==> src/rtl/dsort_pkg.sv <==
// Types and constants shared by the depth sorter modules.
package dsort_pkg;

  localparam int MAX_POINTS  = 64;
  localparam int CNT_W       = $clog2(MAX_POINTS + 1);
  localparam int KEY_W       = 36;
  localparam int COORD_W     = 16;
  localparam int SQ_W        = 32;
  localparam int QUEUE_DEPTH = 4;
  localparam int QPTR_W      = $clog2(QUEUE_DEPTH);
  localparam int QCNT_W      = $clog2(QUEUE_DEPTH + 1);
  localparam int CFG_IDX_W   = 2;

  localparam logic [CFG_IDX_W-1:0] REG_CAMERA_X = 2'd0;
  localparam logic [CFG_IDX_W-1:0] REG_CAMERA_Y = 2'd1;
  localparam logic [CFG_IDX_W-1:0] REG_CAMERA_Z = 2'd2;

  typedef struct packed {
    logic signed [COORD_W-1:0] point_x;
    logic signed [COORD_W-1:0] point_y;
    logic signed [COORD_W-1:0] point_z;
    logic                      last_point;
  } point_t;

  typedef struct packed {
    logic signed [COORD_W-1:0] out_x;
    logic signed [COORD_W-1:0] out_y;
    logic signed [COORD_W-1:0] out_z;
    logic                      out_last;
    logic                      overflowed;
  } result_t;

  typedef struct packed {
    logic [KEY_W-1:0] key;
    point_t           pt;
  } entry_t;

  typedef struct packed {
    logic signed [COORD_W-1:0] x;
    logic signed [COORD_W-1:0] y;
    logic signed [COORD_W-1:0] z;
  } camera_t;

endpackage

==> src/rtl/dsort_front.sv <==
// Front end: squared camera distance of each point, two register stages.
module dsort_front import dsort_pkg::*; (
  input  logic    clk,
  input  logic    rst,
  input  camera_t camera,
  input  logic    point_valid,
  output logic    point_stall,
  input  point_t  point,
  output logic    push_valid,
  input  logic    push_ready,
  output entry_t  push_entry
);

  logic              s1_valid;
  point_t            s1_pt;
  logic [SQ_W-1:0]   sq_x;
  logic [SQ_W-1:0]   sq_y;
  logic [SQ_W-1:0]   sq_z;
  logic              s2_valid;
  entry_t            s2_entry;
  logic              s1_free;
  logic              s2_free;
  logic signed [COORD_W:0]     dx;
  logic signed [COORD_W:0]     dy;
  logic signed [COORD_W:0]     dz;
  logic signed [2*COORD_W+1:0] px;
  logic signed [2*COORD_W+1:0] py;
  logic signed [2*COORD_W+1:0] pz;

  assign dx = {point.point_x[COORD_W-1], point.point_x} - {camera.x[COORD_W-1], camera.x};
  assign dy = {point.point_y[COORD_W-1], point.point_y} - {camera.y[COORD_W-1], camera.y};
  assign dz = {point.point_z[COORD_W-1], point.point_z} - {camera.z[COORD_W-1], camera.z};
  assign px = dx * dx;
  assign py = dy * dy;
  assign pz = dz * dz;

  assign s2_free     = !s2_valid || push_ready;
  assign s1_free     = !s1_valid || s2_free;
  assign point_stall = !s1_free;
  assign push_valid  = s2_valid;
  assign push_entry  = s2_entry;

  always_ff @(posedge clk) begin
    if (rst) begin
      s1_valid <= 1'b0;
      s2_valid <= 1'b0;
    end else begin
      if (s1_free) s1_valid <= point_valid;
      if (s2_free) s2_valid <= s1_valid;
    end
    if (s1_free) begin
      s1_pt <= point;
      sq_x  <= px[SQ_W-1:0];
      sq_y  <= py[SQ_W-1:0];
      sq_z  <= pz[SQ_W-1:0];
    end
    if (s2_free) begin
      s2_entry.pt  <= s1_pt;
      s2_entry.key <= KEY_W'(sq_x) + KEY_W'(sq_y) + KEY_W'(sq_z);
    end
  end

endmodule

==> config.mk <==
export PLATFORM = sky130hd
export DESIGN_NAME = dsort_front
export DESIGN_NICKNAME = d
export VERILOG_FILES = /design/src/rtl/dsort_pkg.sv /design/src/rtl/dsort_front.sv
export SDC_FILE = /design/constraint.sdc
export NUM_CORES = 2
export LEC_CHECK = 0
export ABC_AREA = 1
export BUFFER_PORTS_ARGS = -buffer_cell sky130_fd_sc_hd__buf_4
export CAP_MARGIN = 40
export CORE_MARGIN = 5
export CORE_UTILIZATION = 65
export CTS_CLUSTER_SIZE = 40
export DETAILED_ROUTE_END_ITERATION = 12
export GPL_ROUTABILITY_DRIVEN = 0
export PLACE_DENSITY_LB_ADDON = 0.15
export SLEW_MARGIN = 10
export SYNTH_ARGS = -nofsm -noshare
export SYNTH_HDL_FRONTEND = slang
export SYNTH_SLANG_ARGS = --single-unit
==> constraint.sdc <==
create_clock -name clk -period 17.85 [get_ports clk]
set_clock_uncertainty 0.1 [all_clocks]
set_input_delay 2.6775 -clock clk [delete_from_list [all_inputs] [get_ports clk]]
set_output_delay 2.6775 -clock clk [all_outputs]
set_load 0.02 [all_outputs]
# == After elaboration in Yosys (flattened, before gate mapping) ==
# Cells that the tools add are included.
# word_totals
regBits,232
out_inout_bits,87
# classes
n_addsub,5
multipliers,3
reduce_logical,5
# op_table
cell,count
$mul A17 B17 Y32,3
$sub A16 B16 Y17,3
$add A33 B32 Y34,1
$add A32 B32 Y33,1
$logic_not A1 Y1,3
$logic_or A1 B1 Y1,2

# == Depth between registers and ports, before layout ==
# logic_depth
word_depth,4
mapped_depth,40
depth_no_buf,39

# == Worst setup path before layout ==
# No wires, ideal clock.
# synth_timing
path_kind,input port to flip-flop
start,input point[17] in the netlist's numbering
end,register sq_y[29] (data pin)
setup_ns,0.253
t_arrival_ns,8.857
t_required_ns,17.497
slack_ns,8.640
cell_stages,29
cell_sequence,inv_1 > ha_1 > fa_1 > inv_1 > nand3_1 > nand2_1 > nand2_1 > nand2_2 > nand2_1 > nand3_1 > nand2_2 > inv_1 > buf_2 > nor2_1 > fa_1 > inv_1 > fa_1 > inv_1 > fa_1 > fa_1 > fa_1 > fa_1 > ha_1 > nand2_1 > nor2_1 > nand4_1 > or2_2 > nand4_1 > nand2_1
# synth_via
elab_chain_len,2
# synth_rtl
item,line_no,source
start: declaration,dsort_front.sv:8,"input point_t point,"
$sub A16 B16 Y17,dsort_front.sv:31,"assign dy = {point.point_y[COORD_W-1], point.point_y} - {camera.y[COORD_W-1], camera.y};"
$mul A17 B17 Y32,dsort_front.sv:34,assign py = dy * dy;
via py[29],dsort_front.sv:27,logic signed [2*COORD_W+1:0] py;
end signal: assignment,dsort_front.sv:54,sq_y <= py[SQ_W-1:0];
end: declaration,dsort_front.sv:17,logic [SQ_W-1:0] sq_y;
# The timed path passes the listed nets, and every way through them passes these cells.
# A chain may end at the register's enable or synchronous reset.

# == Worst setup path after layout ==
# layout_timing
start,input camera[16] in the netlist's numbering
end,register sq_y[24] (data pin)
# layout_via
elab_chain_len,2
# layout_rtl
item,line_no,source
start: declaration,dsort_front.sv:5,"input camera_t camera,"
$sub A16 B16 Y17,dsort_front.sv:31,
$mul A17 B17 Y32,dsort_front.sv:34,
via py[24],dsort_front.sv:27,
# The timed path passes the listed nets, and every way through them passes these cells.

==> flow_summary.ini <==
[final_layout]
regArea_sq_um = 6800
drive_above_1_share_pct = 6.48
fill_cells = 4858
syn_to_final_growth_pct = 7.98
multiInputGateArea_sq_um = 28900
nets = 5941

[routing]
ant_nets = 0
drt_first_pass_iters = 6
route.detailed.drc = 0
drt-total-wl_um = 93500
drt_iter0_markers = 2136
wl_per_cell_um = 16.8
num_vias = 29900
vias_per_cell = 5.36

[yosys]
synth_common_cells = 1274 x inv_1, 806 x fa_1, 695 x nand2_1, 459 x nor2_1, 315 x ha_1
ys_ff_latch = 227
yosysTopAreaCell = fa_1
yosys_most_used_dff = edfxtp_1
syn-instance-count = 4542
yosysWarningCount = 0
synth_top_area_share_pct = 39.5
synth_area_leaders = fa_1 40%, edfxtp_1 17%, inv_1 12%, ha_1 9.7%, nand2_1 6.4%
avgSynthCellArea_sq_um = 8.99
synth_edf_count = 225
yosysMostFrequentCell = inv_1
syn_area_sq_um = 40800
yosysSeqAreaShare_pct = 16.7
yosysUniqueCellTypes = 54
synthArstFlopShare_pct = 0

[floorplanning]
dieArea_sq_um = 67900
io_pins = 188
rows = 91
coreArea_sq_um = 61900
start_util_pct = 65.9
fp.dieW_um = 261
die_h_um = 261

[worst_setup_path]
cp-start-kind = input pin
crit_type = in2reg
cpPeakStageDelay_ps = 740
r2r_setup_slack_ps = 14720
cpMostUsedCell = inv_1
crit_fanout = 11
worstPathRequired_ps = 18110
cp-end-kind = register
arrival_ps = 10620
slowest_stage = xor2_1

[timing]
slew_viol_final = 0
max-slew-margin-rel_pct = 37.3
setup_viol = 0
fin_crit_sh_pct = 58.1
rsz0062_at_grt = false
fin_tns_setup_ps = 0
worst_pin_slew_ps = 938
period_minus_slack_ps = 10370
hold_viol_final = 0
timing.fmax_mhz = 96.5

[global_routing]
grt_overflow_total = 0
first_global_vias = 31800
track_usage_pct = 28.9
antenna_found_initial = 1
grt_pass1_wl_um = 157000
grt_max_degree = 75

[clocking]
cts.repair.resized = 0
clk_latency_ps = 580
postCtsHoldBufs = 0
cts-root-buf = clkbuf_16
clock_path_buffers = 3
cts_sinks = 227
cts_tree = yes
postCtsSetupBuffers = 0
htree_levels = 1
clk_pin_slew_worst_paths_ps = 60
cts_buffers = 26

[hold_path]
min_path_type = reg2reg

[outcome]
outcome = finished, final reports clean

[placement]
dp_hpwl_um = 79900
portBuffers = 185

[job]
maxCapViolCount = 0
-- sequential cells by signal (all words and copies together) (netlist names) --
| register | cells |
|---|---|
| push_entry | 83 |
| s1_pt | 49 |
| sq_x | 31 |
| sq_y | 31 |
| sq_z | 31 |
| push_valid | 1 |
| s1_valid | 1 |
-- critical path, delay by kind of cell --
| family | cells | cell delay (ps) |
|---|---|---|
| simple gates | 10 | 1780 |
| buf+inv | 10 | 1150 |
| fa+ha+maj | 9 | 4020 |
| xor+xnor | 2 | 980 |
-- placed cells by master, fill, tap and decap left out, types with 26 or more instances in the layout --
master / Yosys / layout
edfxtp_1: 225 / 225
nor2_1: 459 / 459
nand4_1: 31 / 31
xnor2_1: 43 / 43
nand2_1: 695 / 694
xor2_1: 87 / 87
ha_1: 315 / 315
inv_1: 1274 / 1273
o21ai_0: 69 / 69
a21oi_1: 169 / 169
nand3_1: 108 / 108
nor3_1: 30 / 30
clkbuf_16: 0 / 26
fa_1: 806 / 806
buf_4: 5 / 204
-- worst paths after layout --
path                                        to       start  cells past startpoint
worst max-delay path                  sq_y[24]  camera[16]                     31
worst min-delay path            push_entry[10]   s1_pt[10]                      0
worst max register to register  push_entry[70]    sq_y[15]                      9
worst min register to register  push_entry[10]   s1_pt[10]                      0
-- cell type report --
type / count / area share, %
antenna: 1 / 0.00568
clock buffer: 26 / 1.48
clock inverter: 22 / 0.679
inverter: 1288 / 11.0
multi-input combinational: 2971 / 65.6
sequential: 227 / 15.4
tap: 837 / 2.38
timing repair buffer: 205 / 3.50
-- per-layer routing --
layer  wire (um)  track usage [%]
met3        7230             3.77
met5           0                0
met4        2910             7.78
met2       44700             48.5
met1       38600             40.4
-- cell families after synthesis --
| kind of cell | synth area share (%) |
|---|---|
| and+or+nand+nor | 13.5 |
| xor gates and xnor gates | 3.24 |
| other | 0.00919 |
| muxes | 0.0245 |
| AOI/OAI and AO/OA | 4.73 |
| buffers and inverters | 12.6 |
| adders and majority gates | 49.2 |
| DFF | 16.7 |
-- through the flow --
stage	cells	cell area, sq um	hold WS (ps)	util, %	worst slack [ps]
global route	5576	44100	325	71.1	7120
detailed placement	5528	43100	305	69.6	7150
CTS	5576	44100	313	71.1	7660
global placement	5527	43100	300	69.6	7010
finish	5577	44100	315	71.1	7480
floorplan	4546	40800	300	-	8640
Power is not shown: default switching activity piles up to over one toggle a cycle in this logic, so the estimate is an artifact.
