[config.mk]
export PLATFORM = sky130hd
export DESIGN_NAME = dsort_queue
export DESIGN_NICKNAME = d
export VERILOG_FILES = /design/src/rtl/dsort_pkg.sv /design/src/rtl/dsort_queue.sv
export SDC_FILE = /design/constraint.sdc
export NUM_CORES = 1
export LEC_CHECK = 0
export BUFFER_PORTS_ARGS = -buffer_cell sky130_fd_sc_hd__buf_2
export CORE_MARGIN = 1
export CORE_UTILIZATION = 50
export CTS_BUF_LIST = sky130_fd_sc_hd__clkbuf_8 sky130_fd_sc_hd__clkbuf_16
export CTS_CLUSTER_SIZE = 25
export DETAILED_ROUTE_END_ITERATION = 7
export PLACE_DENSITY = 0.73
export RECOVER_POWER = 50
export SLEW_MARGIN = 10
export SYNTH_ARGS = -nofsm -noshare
export SYNTH_HDL_FRONTEND = slang
export SYNTH_SLANG_ARGS = --single-unit
[constraint.sdc]
create_clock -name clk -period 9.08 [get_ports clk]
set_clock_uncertainty 0.2 [all_clocks]
set_input_delay 1.816 -clock clk [delete_from_list [all_inputs] [get_ports clk]]
set_output_delay 1.816 -clock clk [all_outputs]
set_load 0.03 [all_outputs]
[src/rtl/dsort_pkg.sv]
// Types and constants shared by the depth sorter modules.
package dsort_pkg;

  localparam int MAX_POINTS  = 64;
  localparam int CNT_W       = $clog2(MAX_POINTS + 1);
  localparam int KEY_W       = 36;
  localparam int COORD_W     = 16;
  localparam int SQ_W        = 32;
  localparam int QUEUE_DEPTH = 4;
  localparam int QPTR_W      = $clog2(QUEUE_DEPTH);
  localparam int QCNT_W      = $clog2(QUEUE_DEPTH + 1);
  localparam int CFG_IDX_W   = 2;

  localparam logic [CFG_IDX_W-1:0] REG_CAMERA_X = 2'd0;
  localparam logic [CFG_IDX_W-1:0] REG_CAMERA_Y = 2'd1;
  localparam logic [CFG_IDX_W-1:0] REG_CAMERA_Z = 2'd2;

  typedef struct packed {
    logic signed [COORD_W-1:0] point_x;
    logic signed [COORD_W-1:0] point_y;
    logic signed [COORD_W-1:0] point_z;
    logic                      last_point;
  } point_t;

  typedef struct packed {
    logic signed [COORD_W-1:0] out_x;
    logic signed [COORD_W-1:0] out_y;
    logic signed [COORD_W-1:0] out_z;
    logic                      out_last;
    logic                      overflowed;
  } result_t;

  typedef struct packed {
    logic [KEY_W-1:0] key;
    point_t           pt;
  } entry_t;

  typedef struct packed {
    logic signed [COORD_W-1:0] x;
    logic signed [COORD_W-1:0] y;
    logic signed [COORD_W-1:0] z;
  } camera_t;

endpackage

[src/rtl/dsort_queue.sv]
// Short FIFO between the distance front end and the sorter.
module dsort_queue import dsort_pkg::*; (
  input  logic   clk,
  input  logic   rst,
  input  logic   push_valid,
  output logic   push_ready,
  input  entry_t push_entry,
  output logic   pop_valid,
  input  logic   pop_take,
  output entry_t pop_entry
);

  entry_t             slots [QUEUE_DEPTH];
  logic [QPTR_W-1:0]  wr_ptr;
  logic [QPTR_W-1:0]  rd_ptr;
  logic [QCNT_W-1:0]  fill;
  logic               do_push;
  logic               do_pop;

  assign push_ready = fill != QCNT_W'(QUEUE_DEPTH);
  assign pop_valid  = fill != '0;
  assign pop_entry  = slots[rd_ptr];
  assign do_push    = push_valid && push_ready;
  assign do_pop     = pop_valid && pop_take;

  always_ff @(posedge clk) begin
    if (rst) begin
      wr_ptr <= '0;
      rd_ptr <= '0;
      fill   <= '0;
    end else begin
      if (do_push) wr_ptr <= wr_ptr + 1'b1;
      if (do_pop)  rd_ptr <= rd_ptr + 1'b1;
      unique case ({do_push, do_pop})
        2'b10:   fill <= fill + 1'b1;
        2'b01:   fill <= fill - 1'b1;
        default: fill <= fill;
      endcase
    end
    if (do_push) slots[wr_ptr] <= push_entry;
  end

endmodule

Word-level counts from Yosys, hierarchy flattened
Memory sizes are Yosys's and may differ from the RTL's. A register that Yosys moved wholly into a read port is not among the register bits.
Index checks and enable logic that the tools add are counted.
- memories kept: 1
- output and inout bits: 87
- bits in registers: 7
- logic and storage cells: 20
- RAM bits: 340
- memories (name ; words ; bits a word ; read ports ; clocked after Yosys merged registers in ; wr ports ; line ; source):
    slots ; 4 ; 85 ; 1 ; 1 ; 1 ; dsort_queue.sv:13 ; entry_t slots [QUEUE_DEPTH];
- mux-type cells: 5
- reduce and logical (&&, ||, !) cells: 4
- equal/unequal tests: 3
- $add $sub $neg: 4
- operator list (kind ; count):
    one-hot mux 3 bit (2 select lines) ; 1
    adder 2 x 1 -> 2 bit, second input constant ; 2
    two-way mux 2 bit ; 2
    adder 3 x 1 -> 3 bit, second input constant ; 1
    inequality test 3 bit, second input constant ; 1
    nonzero test 3 bit ; 1
    subtractor 3 x 1 -> 3 bit, second input constant ; 1
    equality test 2 x 1 -> 1 bit, second input constant ; 1
    equality test 2 bit, second input constant ; 1
    logical AND 1 bit ; 2
    two-way mux 1 bit ; 2
    nonzero test 2 bit ; 1

Longest topological paths before layout
Gate-level depths: netlist (run 1).
- depth after elaboration: 4
- mapped depth: 9
- depth with buffers taken out: 9

Worst setup path before layout (run 1)
Ideal clock, no wire load.
- path type: in2reg
- start point: input port push_valid
- end point: memory slots[0][0] (netlist bit) (enable)
- setup slack: 4222 ps
- stages: 2
- arrival: 4205 ps
- path buffers: 0
- required time: 8427 ps
- path through: a21boi_1 -> and2_1
- word-level cells in the longest chain between the ends: 3
- ends and longest elaborated chain (element ; line ; source):
    start, declared ; dsort_queue.sv:5 ; input logic push_valid,
    logical AND 1 bit ; dsort_queue.sv:23 ; assign do_push = push_valid && push_ready;
    two-way mux 1 bit ; dsort_queue.sv:40 ; if (do_push) slots[wr_ptr] <= push_entry;
    two-way mux 1 bit (implied by the code) ; dsort_queue.sv:40 ;
    end, declared ; dsort_queue.sv:13 ;
Every way passes these cells.

Final worst setup path (run 1)
- start point: input port push_valid
- end point: memory slots[1][77] (netlist bit) (enable)
Same word-level chain as after synthesis.

==> impl_metrics.env, run 1 <==
export IMPL_outcome="complete, but fails checks"
export IMPL_violations="max-capacitance violations, max-slew violations"
export IMPL_yosys_top_cells_count="edfxtp_1 (340), mux4_2 (85), dfxtp_1 (9), nor2_1 (9)"
export IMPL_r2r_end="slots[1][77]"
export IMPL_min_path_type="reg2reg"
export IMPL_grt_max_degree=66
export IMPL_grtUsageTotal=0.180
export IMPL_min_period_ns=5.23
export IMPL_endpoint="slots[1][77]"
export IMPL_critPathMaxFanout=59
export IMPL_fmax_mhz=191
export IMPL_wl_per_cell_um=22.0
export IMPL_cts_tree="built"
export IMPL_grt_pass1_vias=6258
export IMPL_firstDrtPassIters=4
export IMPL_reg2reg_from="fill[1]"
export IMPL_crit_chain="buf_2 -> a21boi_0 -> and2_0 -> buf_4"
export IMPL_rsz0062_at_grt="no"
export IMPL_pre_cts_slack_ns=4.29
export IMPL_min_path_cells=2
export IMPL_gp_congestion=0.727
export IMPL_worstSetupPathType="in2reg"
export IMPL_postRouteAntennaNets=0
export IMPL_synth_area_top_cells="edfxtp_1 (80%), mux4_2 (15%), dfxtp_1 (1.4%)"
export IMPL_synth_distinct_cells=26
export IMPL_path_clk_slew_ns=0.06
export IMPL_synth_seq_cells=349
export IMPL_grt_pass1_wl_mm=35.1
export IMPL_cap_viol_max_count=3
export IMPL_max_stage_delay_ns=1.57
export IMPL_nets=789
export IMPL_ctsHtreeMaxLevel=2
export IMPL_crit_buf_inv=2
export IMPL_clk_latency_ns=0.49
export IMPL_critPathTopFamily="simple AND/OR/NAND/NOR gates"
export IMPL_startpoint="push_valid"
export IMPL_cts_sinks=349
export IMPL_yosysWarnings=0
export IMPL_slew_headroom=-0.333
export IMPL_synth_simple_gate_area_frac=0.00685
export IMPL_synth_edff_count=340
export IMPL_ctsHoldBuffers=0
export IMPL_fp_dieW_um=162
export IMPL_routed_wl_mm=23.0
export IMPL_layout_setup_ws_ns=3.85
export IMPL_p_per_area_mw_per_mm2=304
export IMPL_port_buffers=175
export IMPL_finalHoldViolations=0
export IMPL_tns_ns=0
export IMPL_p_leak_nw=4.80
export IMPL_tightest_slew_ns=2.00
export IMPL_worstSetupEndpointType="flop"
export IMPL_vdd_ir_drop_max_mv=0.219
export IMPL_layout_drive_gt1_share=0.322
export IMPL_vias=5755
export IMPL_cts_buffer_depth=3
export IMPL_start_kind="input pin"
export IMPL_post_cts_setup_buffers=0
export IMPL_die_area_mm2=0.0262
export IMPL_antenna_found_initial=0
export IMPL_area_delta_synth_final_pct=16.5
export IMPL_setup_viol=0
export IMPL_drc_errors=0
export IMPL_hold_path_startpoint="rd_ptr[0]"
export IMPL_synth_fa_ha_area_frac=0.00646
export IMPL_grt_overflow=0
export IMPL_path_depth=4
export IMPL_period_share=0.577
export IMPL_ys_seq_area_frac=0.812
export IMPL_hpwl_mm=13.7
export IMPL_ios=176
export IMPL_via_per_inst=5.51
export IMPL_rows=58
export IMPL_numCtsBuffers=35
export IMPL_start_util=0.509
export IMPL_r2r_slack_ns=4.73
export IMPL_root_buffer="clkbuf_16"
export IMPL_n_antenna_cell=0
export IMPL_reg2reg_depth=4
export IMPL_netlist_instances=496
export IMPL_synth_top_area_cell="edfxtp_1"
export IMPL_synth_compound_area_frac=0.00313
export IMPL_finalMaxSlewViolations=72
export IMPL_arrival_ns=5.15
export IMPL_critPathRequiredTime_ns=9.00
export IMPL_synthFlopType="edfxtp_1"
export IMPL_avgSynthCellArea_um2=25.8
export IMPL_syn_area_mm2=0.0128
export IMPL_power_mw=4.53
export IMPL_postCtsResizedCells=0
export IMPL_drt_iter0_drc=394
export IMPL_synth_xor_area_frac=0.00274
export IMPL_synth_top_area_share=0.798
export IMPL_utilization=0.593
export IMPL_async_flop_share=0
export IMPL_core_area_mm2=0.0251
export IMPL_die_h_um=162
export IMPL_muxShareOfSynthArea=0.151
export IMPL_synth_top_family_by_area="multiplexers"
export IMPL_cp_slowest_cell="and2_0"
export IMPL_syn_nets=591
export IMPL_synth_most_common_cell="edfxtp_1"
[how the worst min path moves through the flow]
| stage | slack [ns] | end |
|---|---|---|
| 2_1_floorplan | 0.28 | wr_ptr[1] |
| 3_3_place_gp | 0.29 | wr_ptr[1] |
| 3_5_place_dp | 0.33 | flop |
| 4_1_cts | 0.33 | flop |
| 5_1_grt | 0.36 | flop |
| 6_report | 0.34 | flop |
[layout make-up]
type | count | area, µm²
fillers | 1840 | 10200
inverters | 6 | 22.5
repair buffers | 181 | 813
multi-input cells | 121 | 2180
flip-flops and latches | 349 | 10400
well taps | 330 | 413
clock buffers | 37 | 926
clock inverters | 21 | 143
[per-layer routing]
layer	track usage	vias up	wire length, µm
met2	0.307	189	11700
met1	0.237	3031	9320
met4	0.0395	0	287
met5	0	-	0
li1	-	2505	-
met3	0.0442	30	1680
[worst reg2reg max path: cells and delay by family, from the launching register on]
| kind | cells | cell delay (ns) |
|---|---|---|
| simple gates | 2 | 1.66 |
| buf+inv | 1 | 0.92 |
| compound gates | 1 | 0.75 |
| flops | 1 | 0.41 |
[logic make-up (layout without fill, tap and decap cells)]
| kind of cell | after synthesis | in the layout |
|---|---|---|
| AOI/OAI and AO/OA | 6 | 6 |
| xor gates and xnor gates | 4 | 4 |
| adders and majority gates | 6 | 6 |
| buffers and inverters | 26 | 245 |
| DFF | 349 | 349 |
| muxes | 87 | 87 |
| and+or+nand+nor | 18 | 18 |
[power by group]
| part | switching (mW) | total, mW | internal [mW] |
|---|---|---|---|
| Combinational | 0.710 | 1.15 | 0.437 |
| Clock | 0.543 | 1.33 | 0.787 |
| Sequential | 0.102 | 2.05 | 1.95 |
[sequential cells by signal (all words and copies together), names as in the netlist, named ones only]
signal and cells:
wr_ptr 2, slots 340, rd_ptr 2, fill 3
[placed cells by master, fill, tap and decap left out, types with 3 or more instances in the layout]
master,Yosys,layout
clkinv_2,0,6
mux4_2,85,85
dfxtp_1,9,7
nor2_1,9,9
edfxtp_1,340,340
buf_4,3,6
clkbuf_1,1,86
ha_1,5,5
xor2_1,3,3
clkinv_1,0,5
buf_2,6,89
inv_1,6,13
clkbuf_16,0,37
and2_0,0,3
[stage by stage]
step	area (µm²)	hold slack, ns	std cells
finish	14900	0.339	1045
detailed placement	13900	0.329	987
floorplan	12800	0.282	496
CTS	15000	0.332	1045
global route	14900	0.361	1045
global placement	13900	0.290	987
(Power assumes the default switching activity.)
==> run 2: changes to the inputs <==
- PLACE_DENSITY: 0.73 -> 0.76
- clock period: 9.08 -> 4.5 ns (I/O delays scaled with it)
==> run 2 against run 1 <==
Net effect:
- count of clock-buffer cells in the layout is 2 higher
- core utilization up 0.52 points
- via count is 0.33% higher
- the run still ends with max-capacitance violations, max-slew violations left
- die area unchanged
- setup slack worse by 3.1 ns
- clock power grew 100%
- combinational power up 110%
- global-route usage about the same
- sequential share of layout area is 0.60 points lower
- non-clock buffer count up 8
- hold slack about the same
- routed wire length increased by 0.69%
==> impl_metrics.env, run 2 (synthesis gave the netlist of run 1 again) <==
export IMPL_outcome="complete, but fails checks"
export IMPL_violations="max-capacitance violations, max-slew violations"
export IMPL_port_buffers=175
export IMPL_p_per_area_mw_per_mm2=611
export IMPL_vias=5774
export IMPL_layout_cells_non_filler=1061
export IMPL_path_clk_slew_ns=0.06
export IMPL_layout_setup_ws_ns=0.786
export IMPL_grt_pass1_vias=6274
export IMPL_start_kind="flop"
export IMPL_ios=176
export IMPL_slew_headroom=-0.352
export IMPL_layout_drive_gt1_share=0.330
export IMPL_firstDrtPassIters=4
export IMPL_core_area_mm2=0.0251
export IMPL_layout_cells_most_common_list="edfxtp_1 (340), buf_2 (90), clkbuf_1 (86), mux4_2 (85), clkbuf_16 (37)"
export IMPL_numCtsBuffers=36
export IMPL_critPathMaxFanout=38
export IMPL_rows=58
export IMPL_via_per_inst=5.44
export IMPL_nFillCells=1827
export IMPL_rsz0062_at_grt="no"
export IMPL_setup_viol=0
export IMPL_drt_iter0_drc=409
export IMPL_arrival_ns=3.66
export IMPL_postRouteAntennaNets=0
export IMPL_tns_ns=0
export IMPL_postPlaceCellArea_mm2=0.0141
export IMPL_die_h_um=162
export IMPL_ctsHoldBuffers=0
export IMPL_critPathRequiredTime_ns=4.45
export IMPL_finalHoldViolations=0
export IMPL_n_antenna_cell=0
export IMPL_worstSetupPathType="reg2reg"
export IMPL_final_common_cell="edfxtp_1"
export IMPL_period_share=0.825
export IMPL_start_util=0.509
export IMPL_vdd_ir_drop_max_mv=0.334
export IMPL_crit_buf_inv=2
export IMPL_postCtsResizedCells=0
export IMPL_nets=798
export IMPL_ctsHtreeMaxLevel=2
export IMPL_reg_top3="slots (340), fill (3)"
export IMPL_routed_wl_mm=23.1
export IMPL_root_buffer="clkbuf_16"
export IMPL_fmax_mhz=269
export IMPL_regMostFlops="slots"
export IMPL_dp_cells=995
export IMPL_startpoint="fill[0]"
export IMPL_tightest_slew_ns=2.03
export IMPL_p_leak_nw=4.86
export IMPL_antenna_found_initial=1
export IMPL_fp_dieW_um=162
export IMPL_power_mw=9.18
export IMPL_drc_errors=0
export IMPL_worstSetupEndpointType="flop"
export IMPL_crit_chain="nor2_1 -> a21boi_0 -> clkbuf_1 -> and2_1 -> buf_4"
export IMPL_reg2reg_from="fill[0]"
export IMPL_hold_path_startpoint="rd_ptr[1]"
export IMPL_clk_latency_ns=0.50
export IMPL_hpwl_mm=14.2
export IMPL_min_period_ns=3.71
export IMPL_cp_slowest_cell="and2_1"
export IMPL_min_path_type="reg2reg"
export IMPL_post_cts_setup_buffers=0
export IMPL_cts_tree="built"
export IMPL_max_stage_delay_ns=1.54
export IMPL_gp_congestion=0.731
export IMPL_wl_per_cell_um=21.8
export IMPL_finalMaxSlewViolations=98
export IMPL_cap_viol_max_count=3
export IMPL_pre_cts_slack_ns=1.39
export IMPL_cts_sinks=349
export IMPL_grtUsageTotal=0.180
export IMPL_grt_pass1_wl_mm=35.3
export IMPL_cts_buffer_depth=3
export IMPL_design_area_mm2=0.0150
export IMPL_critPathTopFamily="simple AND/OR/NAND/NOR gates"
export IMPL_largest_reg_flops=340
export IMPL_area_delta_synth_final_pct=17.5
export IMPL_die_area_mm2=0.0262
export IMPL_grt_max_degree=65
export IMPL_grt_overflow=0
## run 2: final timing paths
kind	slack [ns]	end	cells after the start
worst max-delay path	0.79	slots[1][31]	5
worst min-delay path	0.34	rd_ptr[1]	2
worst max register to register	0.79	slots[1][31]	5
worst min register to register	0.34	rd_ptr[1]	2
## run 2: cell type report
class                   count  area (µm²)  area share
flip-flops and latches    349       10400       0.692
multi-input cells         121        2180       0.145
clock buffers              39         953      0.0634
repair buffers            189         921      0.0613
well taps                 330         413      0.0275
clock inverters            27         138     0.00916
inverters                   6        22.5     0.00150
## run 2: metrics by stage
| stage | hold slack, ns | util |
|---|---|---|
| final | 0.339 | 0.599 |
| after global routing | 0.367 | 0.599 |
| after CTS | 0.332 | 0.603 |
| after detailed placement | 0.320 | 0.560 |
| after global placement | 0.292 | 0.560 |
| after floorplan | 0.282 | - |
## run 2: layer usage
| metal | track usage | up-vias | wire length [µm] |
|---|---|---|---|
| met1 | 0.234 | 3015 | 9140 |
| met4 | 0.0459 | 2 | 337 |
| met3 | 0.0457 | 29 | 1680 |
| li1 | - | 2533 | - |
| met5 | 0 | - | 12 |
| met2 | 0.306 | 195 | 11900 |
## run 2: worst reg2reg max path, stage by stage (launching register included)
cell      delay [ns]
dfxtp_1         0.44
nor2_1          0.08
a21boi_0        0.17
clkbuf_1        0.31
and2_1          1.54
buf_4           0.61
## run 2: report_power, final
part | internal (mW) | switching, mW | total [mW]
Combinational | 0.923 | 1.46 | 2.38
Clock | 1.53 | 1.15 | 2.68
Sequential | 3.92 | 0.198 | 4.12
Total | 6.38 | 2.80 | 9.18
